--- src/hdl/strw_pkg.sv ---
// strw_pkg: shared types, constants and codes for the snapshot trigger block
// used by strw_regs, strw_ctrl, strw_dp and snapshot_trigger_rate_window_top
`timescale 1ns / 1ps

package strw_pkg;

    // depth of the stored time history
    localparam int HIST_DEPTH = 256;
    localparam int HEAD_W     = $clog2(HIST_DEPTH);
    localparam int FILL_W     = $clog2(HIST_DEPTH + 1);

    localparam int TIME_W  = 32;
    localparam int COUNT_W = 32;
    localparam int BURST_W = 8;
    localparam int WIN_W   = 16;
    localparam int WC_W    = 9;
    localparam int CAUSE_W = 3;

    localparam int IN_DATA_W  = 32;
    localparam int OUT_DATA_W = 48;

    // configuration port
    localparam int ADDR_W = 4;
    localparam int DATA_W = 32;

    localparam logic [1:0] REG_INTERVAL = 2'd0;
    localparam logic [1:0] REG_BURST    = 2'd1;
    localparam logic [1:0] REG_WINDOW   = 2'd2;

    localparam logic [COUNT_W-1:0] INTERVAL_RST = 32'd1000;
    localparam logic [BURST_W-1:0] BURST_RST    = 8'd100;
    localparam logic [WIN_W-1:0]   WINDOW_RST   = 16'd1000;

    // request kinds
    localparam logic OP_WRITE = 1'b0;
    localparam logic OP_FORCE = 1'b1;

    // snapshot causes
    localparam logic [CAUSE_W-1:0] CAUSE_NONE   = 3'd0;
    localparam logic [CAUSE_W-1:0] CAUSE_COUNT  = 3'd1;
    localparam logic [CAUSE_W-1:0] CAUSE_BURST  = 3'd2;
    localparam logic [CAUSE_W-1:0] CAUSE_BOTH   = 3'd3;
    localparam logic [CAUSE_W-1:0] CAUSE_FORCED = 3'd4;

    typedef struct packed {
        logic [COUNT_W-1:0] interval;
        logic [BURST_W-1:0] burst;
        logic [WIN_W-1:0]   window;
    } strw_cfg_t;

    typedef struct packed {
        logic start;
        logic walk;
        logic finish;
    } strw_cmd_t;

    typedef struct packed {
        logic walk_done;
        logic out_busy;
    } strw_stat_t;

endpackage

--- src/hdl/strw_ctrl.sv ---
// strw_ctrl: sequencer for accept, history walk and result hand-off
// depends on strw_pkg
`timescale 1ns / 1ps

module strw_ctrl
    import strw_pkg::*;
(
    input  logic       aclk,
    input  logic       aresetn,
    input  logic       s_tvalid,
    output logic       s_tready,
    input  strw_stat_t stat,
    output strw_cmd_t  cmd
);

    typedef enum logic [1:0] {
        ST_IDLE,
        ST_WALK,
        ST_FINISH
    } state_t;

    state_t state_reg;
    logic   ready_reg;

    assign s_tready   = ready_reg;
    assign cmd.start  = s_tvalid && ready_reg;
    assign cmd.walk   = (state_reg == ST_WALK);
    assign cmd.finish = (state_reg == ST_FINISH) && !stat.out_busy;

    always_ff @(posedge aclk) begin
        if (!aresetn) begin
            state_reg <= ST_IDLE;
            ready_reg <= 1'b0;
        end else begin
            case (state_reg)
                ST_IDLE: begin
                    if (s_tvalid && ready_reg) begin
                        state_reg <= ST_WALK;
                        ready_reg <= 1'b0;
                    end else begin
                        ready_reg <= 1'b1;
                    end
                end
                ST_WALK: begin
                    if (stat.walk_done) begin
                        state_reg <= ST_FINISH;
                    end
                end
                ST_FINISH: begin
                    if (!stat.out_busy) begin
                        state_reg <= ST_IDLE;
                        ready_reg <= 1'b1;
                    end
                end
                default: begin
                    state_reg <= ST_IDLE;
                    ready_reg <= 1'b0;
                end
            endcase
        end
    end

endmodule

--- config.mk ---
export PLATFORM = sky130hd
export DESIGN_NAME = strw_ctrl
export DESIGN_NICKNAME = d
export VERILOG_FILES = /design/src/hdl/strw_pkg.sv /design/src/hdl/strw_ctrl.sv
export SDC_FILE = /design/constraint.sdc
export NUM_CORES = 1
export LEC_CHECK = 0
export BUFFER_PORTS_ARGS = -buffer_cell sky130_fd_sc_hd__buf_4
export CAP_MARGIN = 5
export CORE_AREA = 3 3 40 42
export CTS_BUF_LIST = sky130_fd_sc_hd__clkbuf_8 sky130_fd_sc_hd__clkbuf_16
export DETAILED_ROUTE_END_ITERATION = 6
export DIE_AREA = 0 0 43 45
export GPL_ROUTABILITY_DRIVEN = 0
export PLACE_DENSITY = 0.35
export SYNTH_ARGS = -nofsm -noshare
export SYNTH_HDL_FRONTEND = slang
export SYNTH_SLANG_ARGS = --single-unit
--- constraint.sdc ---
create_clock -name aclk -period 0.8 [get_ports aclk]
set_clock_uncertainty 0.15 [all_clocks]
set_input_delay 0.12 -clock aclk [delete_from_list [all_inputs] [get_ports aclk]]
set_output_delay 0.12 -clock aclk [all_outputs]
set_load 0.01 [all_outputs]
# Yosys cells after proc, flatten, opt, wreduce, memory -nomap -nowiden
# Cells that the tools add are included.
totals:
  regBits: 3
  input_bits: 5
  out_inout_bits: 4
  elab_cells: 21
classes:
  n_eq_ne: 5
  mux: 7
  bitwise_logic: 1
  n_reduce_logical: 6
ops:
  columns: ["op", "n"]
  rows:
  - ["2-to-1 mux 2 bit", 3]
  - ["inequality test 2 bit, second input constant", 3]
  - ["one-hot mux 2 bit (3 select lines)", 1]
  - ["one-hot mux 1 bit (3 select lines)", 1]
  - ["AND reduction 3 bit", 1]
  - ["== test 2 x 1 -> 1 bit, second input constant", 1]
  - ["== test 2 bit, second input constant", 1]
  - ["logical AND 1 bit", 2]
  - ["logical NOT 2 bit", 1]
  - ["2-to-1 mux 1 bit", 2]
  - ["AND reduction 2 bit", 1]
  - ["logical NOT 1 bit", 1]
  - ["inverter 1 bit", 1]

# Depth between registers and ports, before layout
depth:
  word_depth: 3
  ltp_mapped: 2
  mapped_depth_nobuf: 2

# Least setup slack after synthesis
# OpenSTA, ideal clock, no wires.
synth_timing:
  path_type: "flip-flop to output port"
  start: "register state_reg[1]"
  end: "output cmd[0] in the netlist's numbering"
  t_arrival_ns: 0.719
  required_time_ns: 0.530
  setup_slack_ns: -0.189
  stages_incl_launch_ff: 2
  n_path_buf: 0
  path_cell_list: "dfxtp_1 > nor3b_1"
synth_rtl:
  columns: ["element", "line_no", "source"]
  rows:
  - ["start: declaration", "strw_ctrl.sv:22", "state_t state_reg;"]
  - ["start signal: assignment", "strw_ctrl.sv:32", "state_reg <= ST_IDLE;"]
  - ["start signal: assignment", "strw_ctrl.sv:38", "state_reg <= ST_WALK;"]
  - ["start signal: assignment", "strw_ctrl.sv:46", "state_reg <= ST_FINISH;"]
  - ["end: declaration", "strw_ctrl.sv:13", "output strw_cmd_t cmd"]

==> metrics.md <==
| Metric | Value |
|---|---|
| Outcome | finished, violations left |
| Failing checks | setup timing |
| R2R cell count | 3 |
| Average routed wire per standard cell | 9.86 microns |
| Maximum achievable frequency | 885 MHz |
| Number of flip-flops under the largest register name | 2 |
| Floorplan die height | 45 microns |
| Endpoint class of the critical path | output pin |
| Required time of the critical path | 0.53 ns |
| Startpoint of the worst register-to-register path | state_reg[0] |
| Highest layer used for signal routing | met3 |
| Number of pins exceeding their max-slew limit in the final report | 0 |
| DRT iter0 DRCs | 1 |
| Initial core utilization | 12.4% |
| Classification of the worst-slack hold path | input port to register |
| Sequence of cells on the critical path | nor3b_2 > buf_4 |
| Leading cell types by total area after synthesis | sky130_fd_sc_hd__dfxtp_1, sky130_fd_sc_hd__nand3b_1, sky130_fd_sc_hd__nand2b_1, sky130_fd_sc_hd__nand4bb_1, sky130_fd_sc_hd__o2111a_1 |
| Placeable Area | 0.00128 sq mm |
| Average vias per placed instance | 3.94 |
| I/O pin total | 9 |
| Count of distinct cell types in the synthesized netlist | 11 |
| Worst Hold Path EP | state_reg[0] |
| Worst slack after detailed placement | -0.143 ns |
| Largest family of logic cells by synthesized area | simple AND/OR/NAND/NOR gates |
| Final total power | 711 uW |
| Max cap viols | 0 |
| Hold Startpoint | aresetn |
| Clock tree from TritonCTS | done |
| Total global routing track utilization | 7.24% |
| Terminus of the critical flop-to-flop path | s_tready |
| Clock root buffer master | sky130_fd_sc_hd__clkbuf_8 |
| PwrDens | 2000 mW/mm^2 |
| CTS max path bufs | 2 |
| RSZ-0062 raised after global routing | true |
| Number of optimization iterations in the first detailed-route pass | 2 |
| Tcrit/Tclk final | 141% |
| Std cell rows | 13 |
| Fraction of final layout cells sized beyond drive strength 1 | 62.9% |
| Simple-Gate Fraction of Synth Area | 44.1% |
| Maximum fanout along the worst path | 4 |
| Critical path buffers and inverters | 1 |
| Number of placed cells counting well taps | 40 |
| Synthesized area divided by synthesized cell count | 9.35 sq um |
| Yosys warning count | 0 |
| Met1 Routed Length | 148 microns |
| Commonest cells after routing, fill and taps aside | sky130_fd_sc_hd__buf_4, sky130_fd_sc_hd__nand3b_1, sky130_fd_sc_hd__clkbuf_8, sky130_fd_sc_hd__buf_6 |
| Post-synthesis xor/xnor area fraction | 0% |
| Arithmetic-cell share of the synthesized area counting full adders, half adders and majority gates | 0% |
| Net count reported at finish | 41 |
| Seq cells post-synth | 3 |
| Leakage Power | 0.157 nW |
| Most frequent standard cell in the layout excluding fill and tap cells | sky130_fd_sc_hd__buf_4 |
| Critical path data arrival time | 0.86 ns |
| Final Hold Violating Endpoints | 0 |
| Number of diodes | 0 |
| Number of setup violations in the final report | 7 |
| Yosys top cell area share | 37.8% |
| DIE AREA | 0.00194 sq mm |
| Number of non-filler instances in the completed layout | 50 |
| Post-synthesis instance total | 17 |
| Amount of wire on met3 after detailed routing | 14 microns |
| Leftover overflow at the end of global routing | 0 |
| Worst setup path category | register to output pin |
| Wire length of the first global-routing pass | 945 microns |
| Startpoint Class | register |
| Area growth from synthesis to final layout | 124% |
| Area fraction in compound gates after synthesis | 18.1% |
| Fraction of synthesized area in multiplexers | 0% |
| Clock latency of the later-clocked register in the worst-skew pair | 0.21 ns |
| DRT antenna net count | 0 |
| Yosys top cell by area | sky130_fd_sc_hd__dfxtp_1 |
| Netlist area before placement | 159 sq um |
| Post-synth net total | 22 |
| Hold Path Cell Cnt | 3 |
| CTS clk-pin slew, worst paths | 0.03 ns |
| CP delay by family, top | flip-flops |
| DRC violation count after routing | 0 |
| WL final | 493 microns |
| Setup slack after layout | -0.330 ns |
| Clock period minus worst slack | 1.13 ns |
| Proportion of synthesized chip area in sequential cells | 37.8% |
| Via count of the first global-routing pass | 244 |
| Die X | 43 microns |
| Tightest slew margin relative to the limit | 90.8% |
| Critical path's largest stage delay | 0.34 ns |
| Number of clock sinks | 3 |
| Pin count of the biggest net entering global routing | 5 |
| Transition time at the pin with the least slew margin | 0.137 ns |
| Highest ir drop seen on vdd | 0.426 mV |
| Vias | 197 |
| Number of H-tree branching levels | 1 |
| Register-to-Register Setup Slack | -0.24 ns |
| Cell with the biggest individual delay on the critical path | sky130_fd_sc_hd__dfxtp_4 |
| CTS buffer count | 3 |
| IO Port Bufs | 8 |
| Count of hold buffers inserted by post-cts repair | 0 |
| Amount of wire on met2 after detailed routing | 329 microns |
| Initial antenna violation count | 0 |
| Total of fill cells in the finished design | 137 |
| Post-detailed-placement half-perimeter wirelength | 303 microns |
==> report_power, final <==
group	internal, mW	switching, mW
logic	0.0811	0.0413
clock network	0.326	0.0932
registers	0.159	0.0104
total	0.566	0.145
==> through the flow <==
| stage | hold WS [ns] | utilization (%) | TNS [ns] | instance area (sq um) |
|---|---|---|---|---|
| final | 0.0110 | 27.7 | -1.71 | 355 |
| after global routing | 0.0350 | 27.7 | -2.04 | 355 |
| after CTS | 0.00999 | 26.8 | -1.61 | 344 |
| after detailed placement | 0.233 | 19.4 | -0.567 | 249 |
| after global placement | 0.240 | 19.4 | -0.573 | 249 |
| after floorplan | 0.0895 | - | -0.202 | 170 |
==> area by class of cell <==
cell class / instances / area (sq um) / share of cell area (%)
flip-flops and latches: 3 / 68.8 / 19.4
well taps: 15 / 18.8 / 5.28
repair buffers: 14 / 116 / 32.7
clock inverters: 1 / 3.75 / 1.06
multi-input cells: 14 / 106 / 29.9
clock buffers: 3 / 41.3 / 11.6
==> how the worst max path moves through the flow <==
stage,depth (start not counted),slack [ns],startpoint,end
floorplan,2,-0.08,state_reg[0],s_tready
global placement,2,-0.13,state_reg[1],s_tready
detailed placement,2,-0.14,state_reg[1],cmd[0]
CTS,2,-0.33,state_reg[1],cmd[0]
global route,2,-0.39,state_reg[1],cmd[0]
finish,2,-0.33,state_reg[0],cmd[0]
==> per-layer routing <==
layer / up-vias / track usage (%)
li1: 99 / -
met5: - / 0
met1: 95 / 4.82
met3: 0 / 3.59
met4: 0 / 7.23
met2: 3 / 13.8
==> worst register-to-register path: stages (launching register included) <==
cell,delay (ns)
sky130_fd_sc_hd__dfxtp_4,0.34
sky130_fd_sc_hd__buf_4,0.14
sky130_fd_sc_hd__nand4bb_1,0.17
sky130_fd_sc_hd__o2111a_1,0.12
==> cells in the mapped netlist <==
library cell and count:
sky130_fd_sc_hd__dfxtp_1 3, sky130_fd_sc_hd__nor3b_1 1, sky130_fd_sc_hd__nand2_1 1, sky130_fd_sc_hd__nand3b_1 3, sky130_fd_sc_hd__nor2b_1 1, sky130_fd_sc_hd__o2111a_1 1, sky130_fd_sc_hd__nand2b_1 2, sky130_fd_sc_hd__and2_1 1
sky130_fd_sc_hd__a21oi_1 2, sky130_fd_sc_hd__a21boi_1 1, sky130_fd_sc_hd__nand4bb_1 1
==> repair_timing <==
item	4_1_cts	5_1_grt
pin swaps	2	0
buffers inserted	5	1
gates resized for setup	4	1
setup endpoints to repair	7	7
hold endpoints to repair	0	0
==> logic make-up (layout without fill, tap and decap cells) <==
family / Yosys count / in the layout
buffers and inverters: 0 / 18
flip-flops: 3 / 3
AND/OR/NAND/NOR: 10 / 10
AO/OA/AOI/OAI: 4 / 4
No activity file was read; power rests on OpenSTA's default activity.
