File: src/hdl/strw_pkg.sv
// strw_pkg: shared types, constants and codes for the snapshot trigger block
// used by strw_regs, strw_ctrl, strw_dp and snapshot_trigger_rate_window_top
`timescale 1ns / 1ps

package strw_pkg;

    // depth of the stored time history
    localparam int HIST_DEPTH = 256;
    localparam int HEAD_W     = $clog2(HIST_DEPTH);
    localparam int FILL_W     = $clog2(HIST_DEPTH + 1);

    localparam int TIME_W  = 32;
    localparam int COUNT_W = 32;
    localparam int BURST_W = 8;
    localparam int WIN_W   = 16;
    localparam int WC_W    = 9;
    localparam int CAUSE_W = 3;

    localparam int IN_DATA_W  = 32;
    localparam int OUT_DATA_W = 48;

    // configuration port
    localparam int ADDR_W = 4;
    localparam int DATA_W = 32;

    localparam logic [1:0] REG_INTERVAL = 2'd0;
    localparam logic [1:0] REG_BURST    = 2'd1;
    localparam logic [1:0] REG_WINDOW   = 2'd2;

    localparam logic [COUNT_W-1:0] INTERVAL_RST = 32'd1000;
    localparam logic [BURST_W-1:0] BURST_RST    = 8'd100;
    localparam logic [WIN_W-1:0]   WINDOW_RST   = 16'd1000;

    // request kinds
    localparam logic OP_WRITE = 1'b0;
    localparam logic OP_FORCE = 1'b1;

    // snapshot causes
    localparam logic [CAUSE_W-1:0] CAUSE_NONE   = 3'd0;
    localparam logic [CAUSE_W-1:0] CAUSE_COUNT  = 3'd1;
    localparam logic [CAUSE_W-1:0] CAUSE_BURST  = 3'd2;
    localparam logic [CAUSE_W-1:0] CAUSE_BOTH   = 3'd3;
    localparam logic [CAUSE_W-1:0] CAUSE_FORCED = 3'd4;

    typedef struct packed {
        logic [COUNT_W-1:0] interval;
        logic [BURST_W-1:0] burst;
        logic [WIN_W-1:0]   window;
    } strw_cfg_t;

    typedef struct packed {
        logic start;
        logic walk;
        logic finish;
    } strw_cmd_t;

    typedef struct packed {
        logic walk_done;
        logic out_busy;
    } strw_stat_t;

endpackage

File: src/hdl/strw_regs.sv
// strw_regs: configuration register file behind the apb-style port
// depends on strw_pkg
`timescale 1ns / 1ps

module strw_regs
    import strw_pkg::*;
(
    input  logic              aclk,
    input  logic              aresetn,
    input  logic              psel,
    input  logic              penable,
    input  logic              pwrite,
    input  logic [ADDR_W-1:0] paddr,
    input  logic [DATA_W-1:0] pwdata,
    output logic [DATA_W-1:0] prdata,
    output logic              pready,
    output strw_cfg_t         cfg
);

    logic [COUNT_W-1:0] interval_reg;
    logic [BURST_W-1:0] burst_reg;
    logic [WIN_W-1:0]   window_reg;
    logic               wr_en;

    assign pready = 1'b1;
    assign wr_en  = psel && penable && pwrite && pready;

    always_ff @(posedge aclk) begin
        if (!aresetn) begin
            interval_reg <= INTERVAL_RST;
            burst_reg    <= BURST_RST;
            window_reg   <= WINDOW_RST;
        end else if (wr_en) begin
            case (paddr[3:2])
                REG_INTERVAL: interval_reg <= pwdata[COUNT_W-1:0];
                REG_BURST:    burst_reg    <= pwdata[BURST_W-1:0];
                REG_WINDOW:   window_reg   <= pwdata[WIN_W-1:0];
                default: ;
            endcase
        end
    end

    always_comb begin
        case (paddr[3:2])
            REG_INTERVAL: prdata = interval_reg;
            REG_BURST:    prdata = {{(DATA_W-BURST_W){1'b0}}, burst_reg};
            REG_WINDOW:   prdata = {{(DATA_W-WIN_W){1'b0}}, window_reg};
            default:      prdata = '0;
        endcase
    end

    assign cfg.interval = interval_reg;
    assign cfg.burst    = burst_reg;
    assign cfg.window   = window_reg;

endmodule

File: config.mk
export PLATFORM = sky130hd
export DESIGN_NAME = strw_regs
export DESIGN_NICKNAME = d
export VERILOG_FILES = /design/src/hdl/strw_pkg.sv /design/src/hdl/strw_regs.sv
export SDC_FILE = /design/constraint.sdc
export NUM_CORES = 1
export LEC_CHECK = 0
export BUFFER_PORTS_ARGS = -buffer_cell sky130_fd_sc_hd__buf_2
export CAP_MARGIN = 30
export CORE_MARGIN = 2
export CORE_UTILIZATION = 40
export CTS_CLUSTER_SIZE = 25
export DETAILED_ROUTE_END_ITERATION = 7
export PLACE_DENSITY = 0.68
export SYNTH_ARGS = -nofsm -noshare
export SYNTH_HDL_FRONTEND = slang
export SYNTH_SLANG_ARGS = --single-unit
File: constraint.sdc
create_clock -name aclk -period 1.55 [get_ports aclk]
set_input_delay 0.155 -clock aclk [delete_from_list [all_inputs] [get_ports aclk]]
set_output_delay 0.155 -clock aclk [all_outputs]
set_load 0.02 [all_outputs]
# [Word-level counts from Yosys, hierarchy flattened]
# Cells that the tools add are included.
[word_totals] output_inout_bits=89 reg_bits=56 in_bits=41 wordCells=12
[op_classes] reduce_logical=6 mux=1 eq_ne=2
[ops] op="32-bit case mux with 3 select lines" count=1
[ops] op="2-bit AND reduction" count=3
[ops] op="2-bit by 1-bit == test with 1-bit output (second input constant)" count=1
[ops] op="2-bit == test (second input constant)" count=1
[ops] op="1-bit logical AND" count=2
[ops] op="2-bit zero test" count=1

# [Depth between registers and ports, before layout]
# Gate-level depths: netlist (run 1).
[logic_depth] word_depth=3 ltp_mapped=6 depth_no_buf=3

# [Worst setup path before layout (run 1)]
# OpenSTA, ideal clock, no wires.
[synth_path] kind="input port to output port" from="input port paddr[3]" to="output port prdata[0]" slack_ns=0.316 stages=4 required_ns=1.395 arrival_time_ns=1.079 n_path_buf=2 cell_sequence="buf_6 -> buf_4 -> mux2i_1 -> o21ai_0"
[synth_between] elab_chain_len=2 elab_cells_between_ends=4 cone_classes="eq/ne: 2; mux: 1; reduce/logical: 1"
[synth_lines] item="start, declared" line_no="strw_regs.sv:13" rtl="input logic [ADDR_W-1:0] paddr,"
[synth_lines] item="2-bit == test, or another cell as far along" line_no="strw_regs.sv:44" rtl="case (paddr[3:2])"
[synth_lines] item="32-bit case mux with 3 select lines (*)" line_no="strw_regs.sv:44"
[synth_lines] item="end, declared" line_no="strw_regs.sv:15" rtl="output logic [DATA_W-1:0] prdata,"
# Mark *: on every way between the ends. The rest lies on a longest branch, timed or not.

# [Final worst setup path (run 1)]
[layout_path] from="register window_reg[1]" to="output port prdata[1]"
[layout_between] elab_chain_len=1
[layout_lines] item="start, declared" line_no="strw_regs.sv:22" rtl="logic [WIN_W-1:0] window_reg;"
[layout_lines] item="start signal, assigned" line_no="strw_regs.sv:37" rtl="REG_WINDOW: window_reg <= pwdata[WIN_W-1:0];"
[layout_lines] item="32-bit case mux with 3 select lines" line_no="strw_regs.sv:44"
# Every way passes these cells.

==> impl_results.md, run 1 <==
- Status: completed
- Slowest-stage cell, CP: dfxtp_1
- H-tree levels: 2
- Die area: approximately 0.0073 mm²
- Sequential element share of the synthesized area: between 40% and 50%
- Crit end category: output pin
- Chip height: ~86 µm
- RSZ-0062 raised after global routing: false
- Initial antenna violation count: 0
- Layout cell share with drive strength beyond 1: about a third
- WL/cell: approximately 13 µm
- Hold Buf Count CTS: 0
- Number of setup violations in the final report: 0
- PwrDens: approximately 750 mW/mm²
- Largest net degree at the start of global routing: 57
- Largest register FFs: 32
- Largest stage delay, worst path: ~380 ps
- Die width: 85.61 µm
- Commonest cells after routing, fill and taps aside: 126 x buf_2, 78 x nand2_1, 63 x mux2i_1
- Initial Utilization: approximately two fifths
- Drt pass-1 iters: 4
- GRT Util Overall: 17.12%
- CTS tree: done
- CTS Buf Count: 5
- Synthesized Nets: 341
- GP Congestion: 0.7224
- Syn_area_per_cell: around 8.9 µm²
- Setup TNS: 0 ps
- Clk buf depth: 2
- Remaining DRCs: 0
- Ant diodes: 0
- Hold crit path type: primary input to register
- Synthesized instance count: 300
- Critical Path Start Type: register
- Port bufs: between 100 and 150
- Post-CTS setup buffers: 0
- First-pass GRT wire length: approximately 10000 µm
- Fin. max-slew vios: 0
- Lkg Pwr: about 1.8 nW
- CP cell instances: mux2i_1, o21ai_0, buf_2
- Synth Cell Area: about 0.0027 mm²
- Root Driver: clkbuf_8
- Area Overhead vs Synth: 29.78%
- FF+latch count, synth: between 50 and 60
- Gr ovfl total: 0
- Sink Count: 56
- Drt first-iter violations: 51
- Critical path fanouts, max: 3
- WP data required: roughly 1400 ps
- Yosys warns: 0
- FMAX: about 800 MHz
- Period utilization: 80.71%
- Cells after DPL: between 400 and 500
- Peak VDD IR: roughly 0.35 mV
- Commonest non-fill, non-tap cell in the layout: buf_2
- MaxCap Viol Count: 0
- # resized after CTS: 0
- ANT nets after route: 0
- Core Area: around 0.0064 mm²
- Layout Skew: 0 ps
- Tmin final: approximately 1300 ps
- Worst Setup Path Type: register to output pin
- Yosys cell types: 23
- I/O pin count: 130
- Finished Layout Cells: 499
- Drt via density: approximately 4.8
- Final hold violations: 0
- Row Count: 29
- Post-DP HPWL: a little under 5000 µm
- Overall routed net length: 6409 µm
- Via count: around 2400
- Vias in the first global route: ~2200
- Clock Latency Late Sink: approximately 300 ps
- Clk slew on worst S/H paths: approximately 90 ps
- Layout Nets: about 460
- Worst path arrival time: between 1000 and 1500 ps
-- final timing paths --
check                        start  cells past startpoint  slack (ps)               end
setup reg to reg      burst_reg[5]                      3         790      burst_reg[5]
setup / recovery     window_reg[1]                      3         300         prdata[1]
hold / removal          pwdata[19]                      3          90  interval_reg[19]
hold reg to reg   interval_reg[28]                      2         470  interval_reg[28]
-- synthesized netlist by cell type --
master,n,area [µm²]
inv_1,1,3.750
dfxtp_1,56,1121
and3_1,1,6.260
buf_8,2,30.03
nor2_4,1,11.26
and2_4,1,8.760
buf_2,11,55.05
nand3b_1,1,7.510
buf_6,4,45.04
and2_1,17,106.4
nand2b_1,8,50.05
o211ai_1,1,7.510
conb_1,1,3.750
o21ai_0,8,40.04
buf_4,4,30.03
nor2_1,8,30.03
nor2b_2,1,8.760
mux2i_1,63,630.6
nand3_1,1,5.000
nand2_1,78,292.8
a21oi_1,16,80.08
nor2b_1,12,75.07
clkbuf_1,4,15.01
-- layout make-up --
cell class                      instances  area (µm²)
Sequential cell                        56        1121
Clock inverter                          1       7.507
Clock buffer                            7       86.33
Inverter                                1       3.754
Multi-Input combinational cell        218        1364
Tap cell                               77       96.34
Timing Repair Buffer                  139       778.2
Fill cell                             630        2929
-- logic make-up (layout without fill, tap and decap cells) --
family	after synthesis	after routing	share of synthesized area, %
buf+inv	26	148	6.716
other cells	1	1	0.1408
mux	63	63	23.67
flops	56	56	42.09
compound gates	25	25	4.791
simple gates	129	129	22.59
-- through the flow --
stage	setup WS [ps]	hold slack (ps)	utilization (%)	instance area, µm²	power [W]
2_1_floorplan	316.4	297.1	-	2664	0.001702
3_3_place_gp	315.0	402.2	52.66	3363	0.001822
3_5_place_dp	292.6	406.2	52.66	3363	0.001827
4_1_cts	276.8	72.39	54.13	3457	0.002636
5_1_grt	215.4	73.37	54.13	3457	0.002723
6_report	298.9	86.31	54.13	3457	0.002600
-- routing by layer --
metal	part of all wire, %	global-route usage [%]	vias to the layer above
met2	47	28.98	78
met1	46	22.00	1089
met4	0.73	3.896	0
met5	0	0	-
li1	-	-	1216
met3	6.5	4.331	4
-- critical path: cells and delay by family, from the launching register on --
family | cells | cell delay (ps)
AOI/OAI and AO/OA | 1 | 150
buffers and inverters | 1 | 190
DFF | 1 | 380
muxes | 1 | 80
-- report_power, final --
group          switching (W)  internal (W)
clock network       0.000445      0.000364
logic               0.000189      0.000132
registers          0.0000139       0.00146
Power figures use the tool's default switching activity.
==> run 2: changes to the inputs <==
ABC_AREA = 1   (was unset)
clock period = 1.2 ns   (was 1.55 ns; I/O delays follow)
==> impl_results.md, run 2 <==
- RR Startpoint: interval_reg[17] (was burst_reg[5])
- Clk buf depth: 2 (unchanged)
- Setup slack after layout: 51.72 ps (was 298.9 ps)
- Root Driver: clkbuf_8 (unchanged)
- RSZ-0062 raised after global routing: false (unchanged)
- Final hold slack: 23.58 ps (was 86.31 ps)
- Status: completed (unchanged)
- Largest stage delay, worst path: 340 ps (was 380 ps)
- H-tree levels: 2 (unchanged)
- MaxCap Viol Count: 0 (unchanged)
- Drt first-iter violations: 128 (was 51)
- Initial Utilization: 41.83% (was 41.71%)
- Ant diodes: 0 (unchanged)
- FF-to-FF End: interval_reg[17] (was burst_reg[5])
- FF+latch count, synth: 56 (unchanged)
- Clk slew on worst S/H paths: 110 ps (was 90 ps)
- Worst path arrival time: 1030 ps (was 1100 ps)
- Dpl ws: 43.17 ps (was 292.6 ps)
- # resized after CTS: 0 (unchanged)
- Drt pass-1 iters: 4 (unchanged)
- Layout Skew: 0 ps (unchanged)
- Top cell family by delay on the critical path: flip-flops (unchanged)
- Via count: 2850 (was 2387)
- Tmin final: 1148 ps
- WL/cell: 11.80 µm (was 12.84 µm)
- Commonest non-fill, non-tap cell in the layout: buf_2 (unchanged)
- Worst Setup Path Type: register to output pin (unchanged)
- CP bufs+invs: 1 (unchanged)
- Layout Nets: 572 (was 462)
- Number of setup violations in the final report: 0 (unchanged)
- Largest net degree at the start of global routing: 57 (unchanged)
- Lkg Pwr: 1.896 nW (was 1.751 nW)
- Final hold violations: 0 (unchanged)
- Overall routed net length: 7189 µm (was 6409 µm)
- Setup TNS: 0 ps (unchanged)
- Peak VDD IR: 0.5019 mV (was 0.3451 mV)
- Row Count: 29 (unchanged)
- Commonest cells post-synth: 101 x nand2_1, 98 x nor2_1, 64 x nand3_1 (was 78 x nand2_1, 63 x mux2i_1, 56 x dfxtp_1)
- Vias in the first global route: 2644 (was 2157)
- Area Overhead vs Synth: 33.35% (was 29.78%)
- Hold Buf Count CTS: 0 (unchanged)
- Port bufs: 126 (unchanged)
- FMAX: 870.9 MHz
- Yosys warns: 0 (unchanged)
- Hold path depth: 3 (unchanged)
- WP data required: 1080 ps (was 1390 ps)
- CTS Buf Count: 5 (unchanged)
- Yosys cell types: 17 (was 23)
- Yosys top cell area share: 41.73% (was 42.09%)
- Synth Flop Type: dfxtp_1 (unchanged)
- Die width: 85.95 µm (was 85.61 µm)
- Reg-to-reg setup timing slack: 610 ps (was 790 ps)
- Final design utilization: 55.78% (was 54.13%)
- Gr ovfl total: 0 (unchanged)
- Core Area: 0.006422 mm² (was 0.006386 mm²)
- Post-CTS setup buffers: 0 (unchanged)
- CTS tree: done (unchanged)
- Largest register FFs: 32 (unchanged)
- Syn_area_per_cell: 6.600 µm² (was 8.879 µm²)
- Remaining DRCs: 0 (unchanged)
- GP Congestion: 0.7824 (was 0.7224)
- Sequential element share of the synthesized area: 41.73% (was 42.09%)
- Slowest-stage cell, CP: dfxtp_1 (unchanged)
- CP startpoint: interval_reg[8] (was window_reg[1])
- HP Start: pwdata[9] (was pwdata[19])
- Async SR Flop Fraction: 0% (unchanged)
- Layout cell share with drive strength beyond 1: 30.08% (was 35.31%)
- Hold crit path type: primary input to register (unchanged)
- GRT Util Overall: 19.88% (was 17.12%)
- I/O pin count: 130 (unchanged)
- Ranking of synthesized cells by area: dfxtp_1 42%, nand2_1 14%, nor2_1 14% (was dfxtp_1 42%, mux2i_1 24%, nand2_1 11%)
- Sink Count: 56 (unchanged)
- Initial antenna violation count: 0 (unchanged)
- Fin. max-slew vios: 0 (unchanged)
- Chip height: 85.95 µm (was 85.61 µm)
- FILL cells: 664 (was 630)
- Clock Latency Late Sink: 310 ps (was 300 ps)
- Worst Reg2Reg Path Length in Cells: 2 (was 3)
- Commonest cells after routing, fill and taps aside: 126 x buf_2, 101 x nand2_1, 98 x nor2_1 (was 126 x buf_2, 78 x nand2_1, 63 x mux2i_1)
- Crit end category: output pin (unchanged)
- Synth Cell Area: 0.002686 mm² (was 0.002664 mm²)
- First-pass GRT wire length: 11980 µm (was 10160 µm)
- Synthesized instance count: 407 (was 300)
- EDFF count, synth: 0 (unchanged)
- Period utilization: between 90% and 100%
- PwrDens: 1052 mW/mm² (was 752.0 mW/mm²)
- Critical Path Start Type: register (unchanged)
- Drt via density: 4.680 (was 4.784)
- CP cell instances: a22o_1, buf_2 (was mux2i_1, o21ai_0, buf_2)
- Most frequent cell after synthesis: nand2_1 (unchanged)
- Critical path fanouts, max: 3 (unchanged)
- Cell taking the most area after synthesis: dfxtp_1 (unchanged)
- Die area: 0.007387 mm² (was 0.007328 mm²)
- Hold Path Sink: interval_reg[9] (was interval_reg[19])
- Synthesized Nets: 448 (was 341)
- ANT nets after route: 0 (unchanged)
- Post-DP HPWL: 5004 µm (was 4800 µm)
[run 2: cell count changes after synthesis, moves of 17 or more]
cell,previous run,this run
mux2i_1,63,0
nand2_1,78,101
nand3_1,1,64
and2_1,17,0
nor2_1,8,98
inv_1,1,45
[run 2: logic make-up after synthesis]
| logic type | share of synthesized area [%] |
|---|---|
| simple gates | 43.18 |
| buf+inv | 12.34 |
| flops | 41.73 |
| compound gates | 2.608 |
| other cells | 0.1396 |
[run 2: cell type report]
class	instances	area (µm²)	area share (%)
multi-input combinational	281	1239	34.58
sequential	56	1124	31.37
timing repair buffer	140	835.8	23.33
inverter	47	176.4	4.925
clock buffer	6	72.57	2.026
clock inverter	2	38.79	1.083
tap	77	96.34	2.689
[run 2: worst max path at each step]
stage                            to  slack [ps]  cells after the start
global placement    interval_reg[9]          90                      6
finish                    prdata[8]          50                      2
CTS                      prdata[10]          40                      2
floorplan                prdata[16]         280                      2
detailed placement  interval_reg[9]          40                      6
global route             prdata[14]           2                      2
[run 2: metrics by stage]
stage,area [µm²],total power [W],instances
4_1_cts,3580,0.003800,609
3_5_place_dp,3468,0.002557,601
2_1_floorplan,2686,0.002326,407
6_report,3582,0.003769,609
3_3_place_gp,3468,0.002547,601
5_1_grt,3582,0.003940,609
[run 2: report_power, final]
part           switching, W  leakage [nW]  internal [W]
logic              0.000361          1.39      0.000220
registers         0.0000299         0.455       0.00190
clock network      0.000627        0.0558      0.000632
[run 2: worst reg2reg max path, stage by stage, from the launching register on]
cell     delay [ps]
dfxtp_1         370
nor2_1           60
nor2_1          100
[run 2: routing by layer]
metal  up-vias  part of all wire (%)  global-route usage (%)  routed length (µm)
met4         0                  0.57                   3.896                  41
met5         -                     0                       0                   0
li1       1486                     -                       -                   -
met2        82                    47                   35.38                3398
met3         4                   7.0                   4.716                 505
met1      1278                    45                   24.45                3244
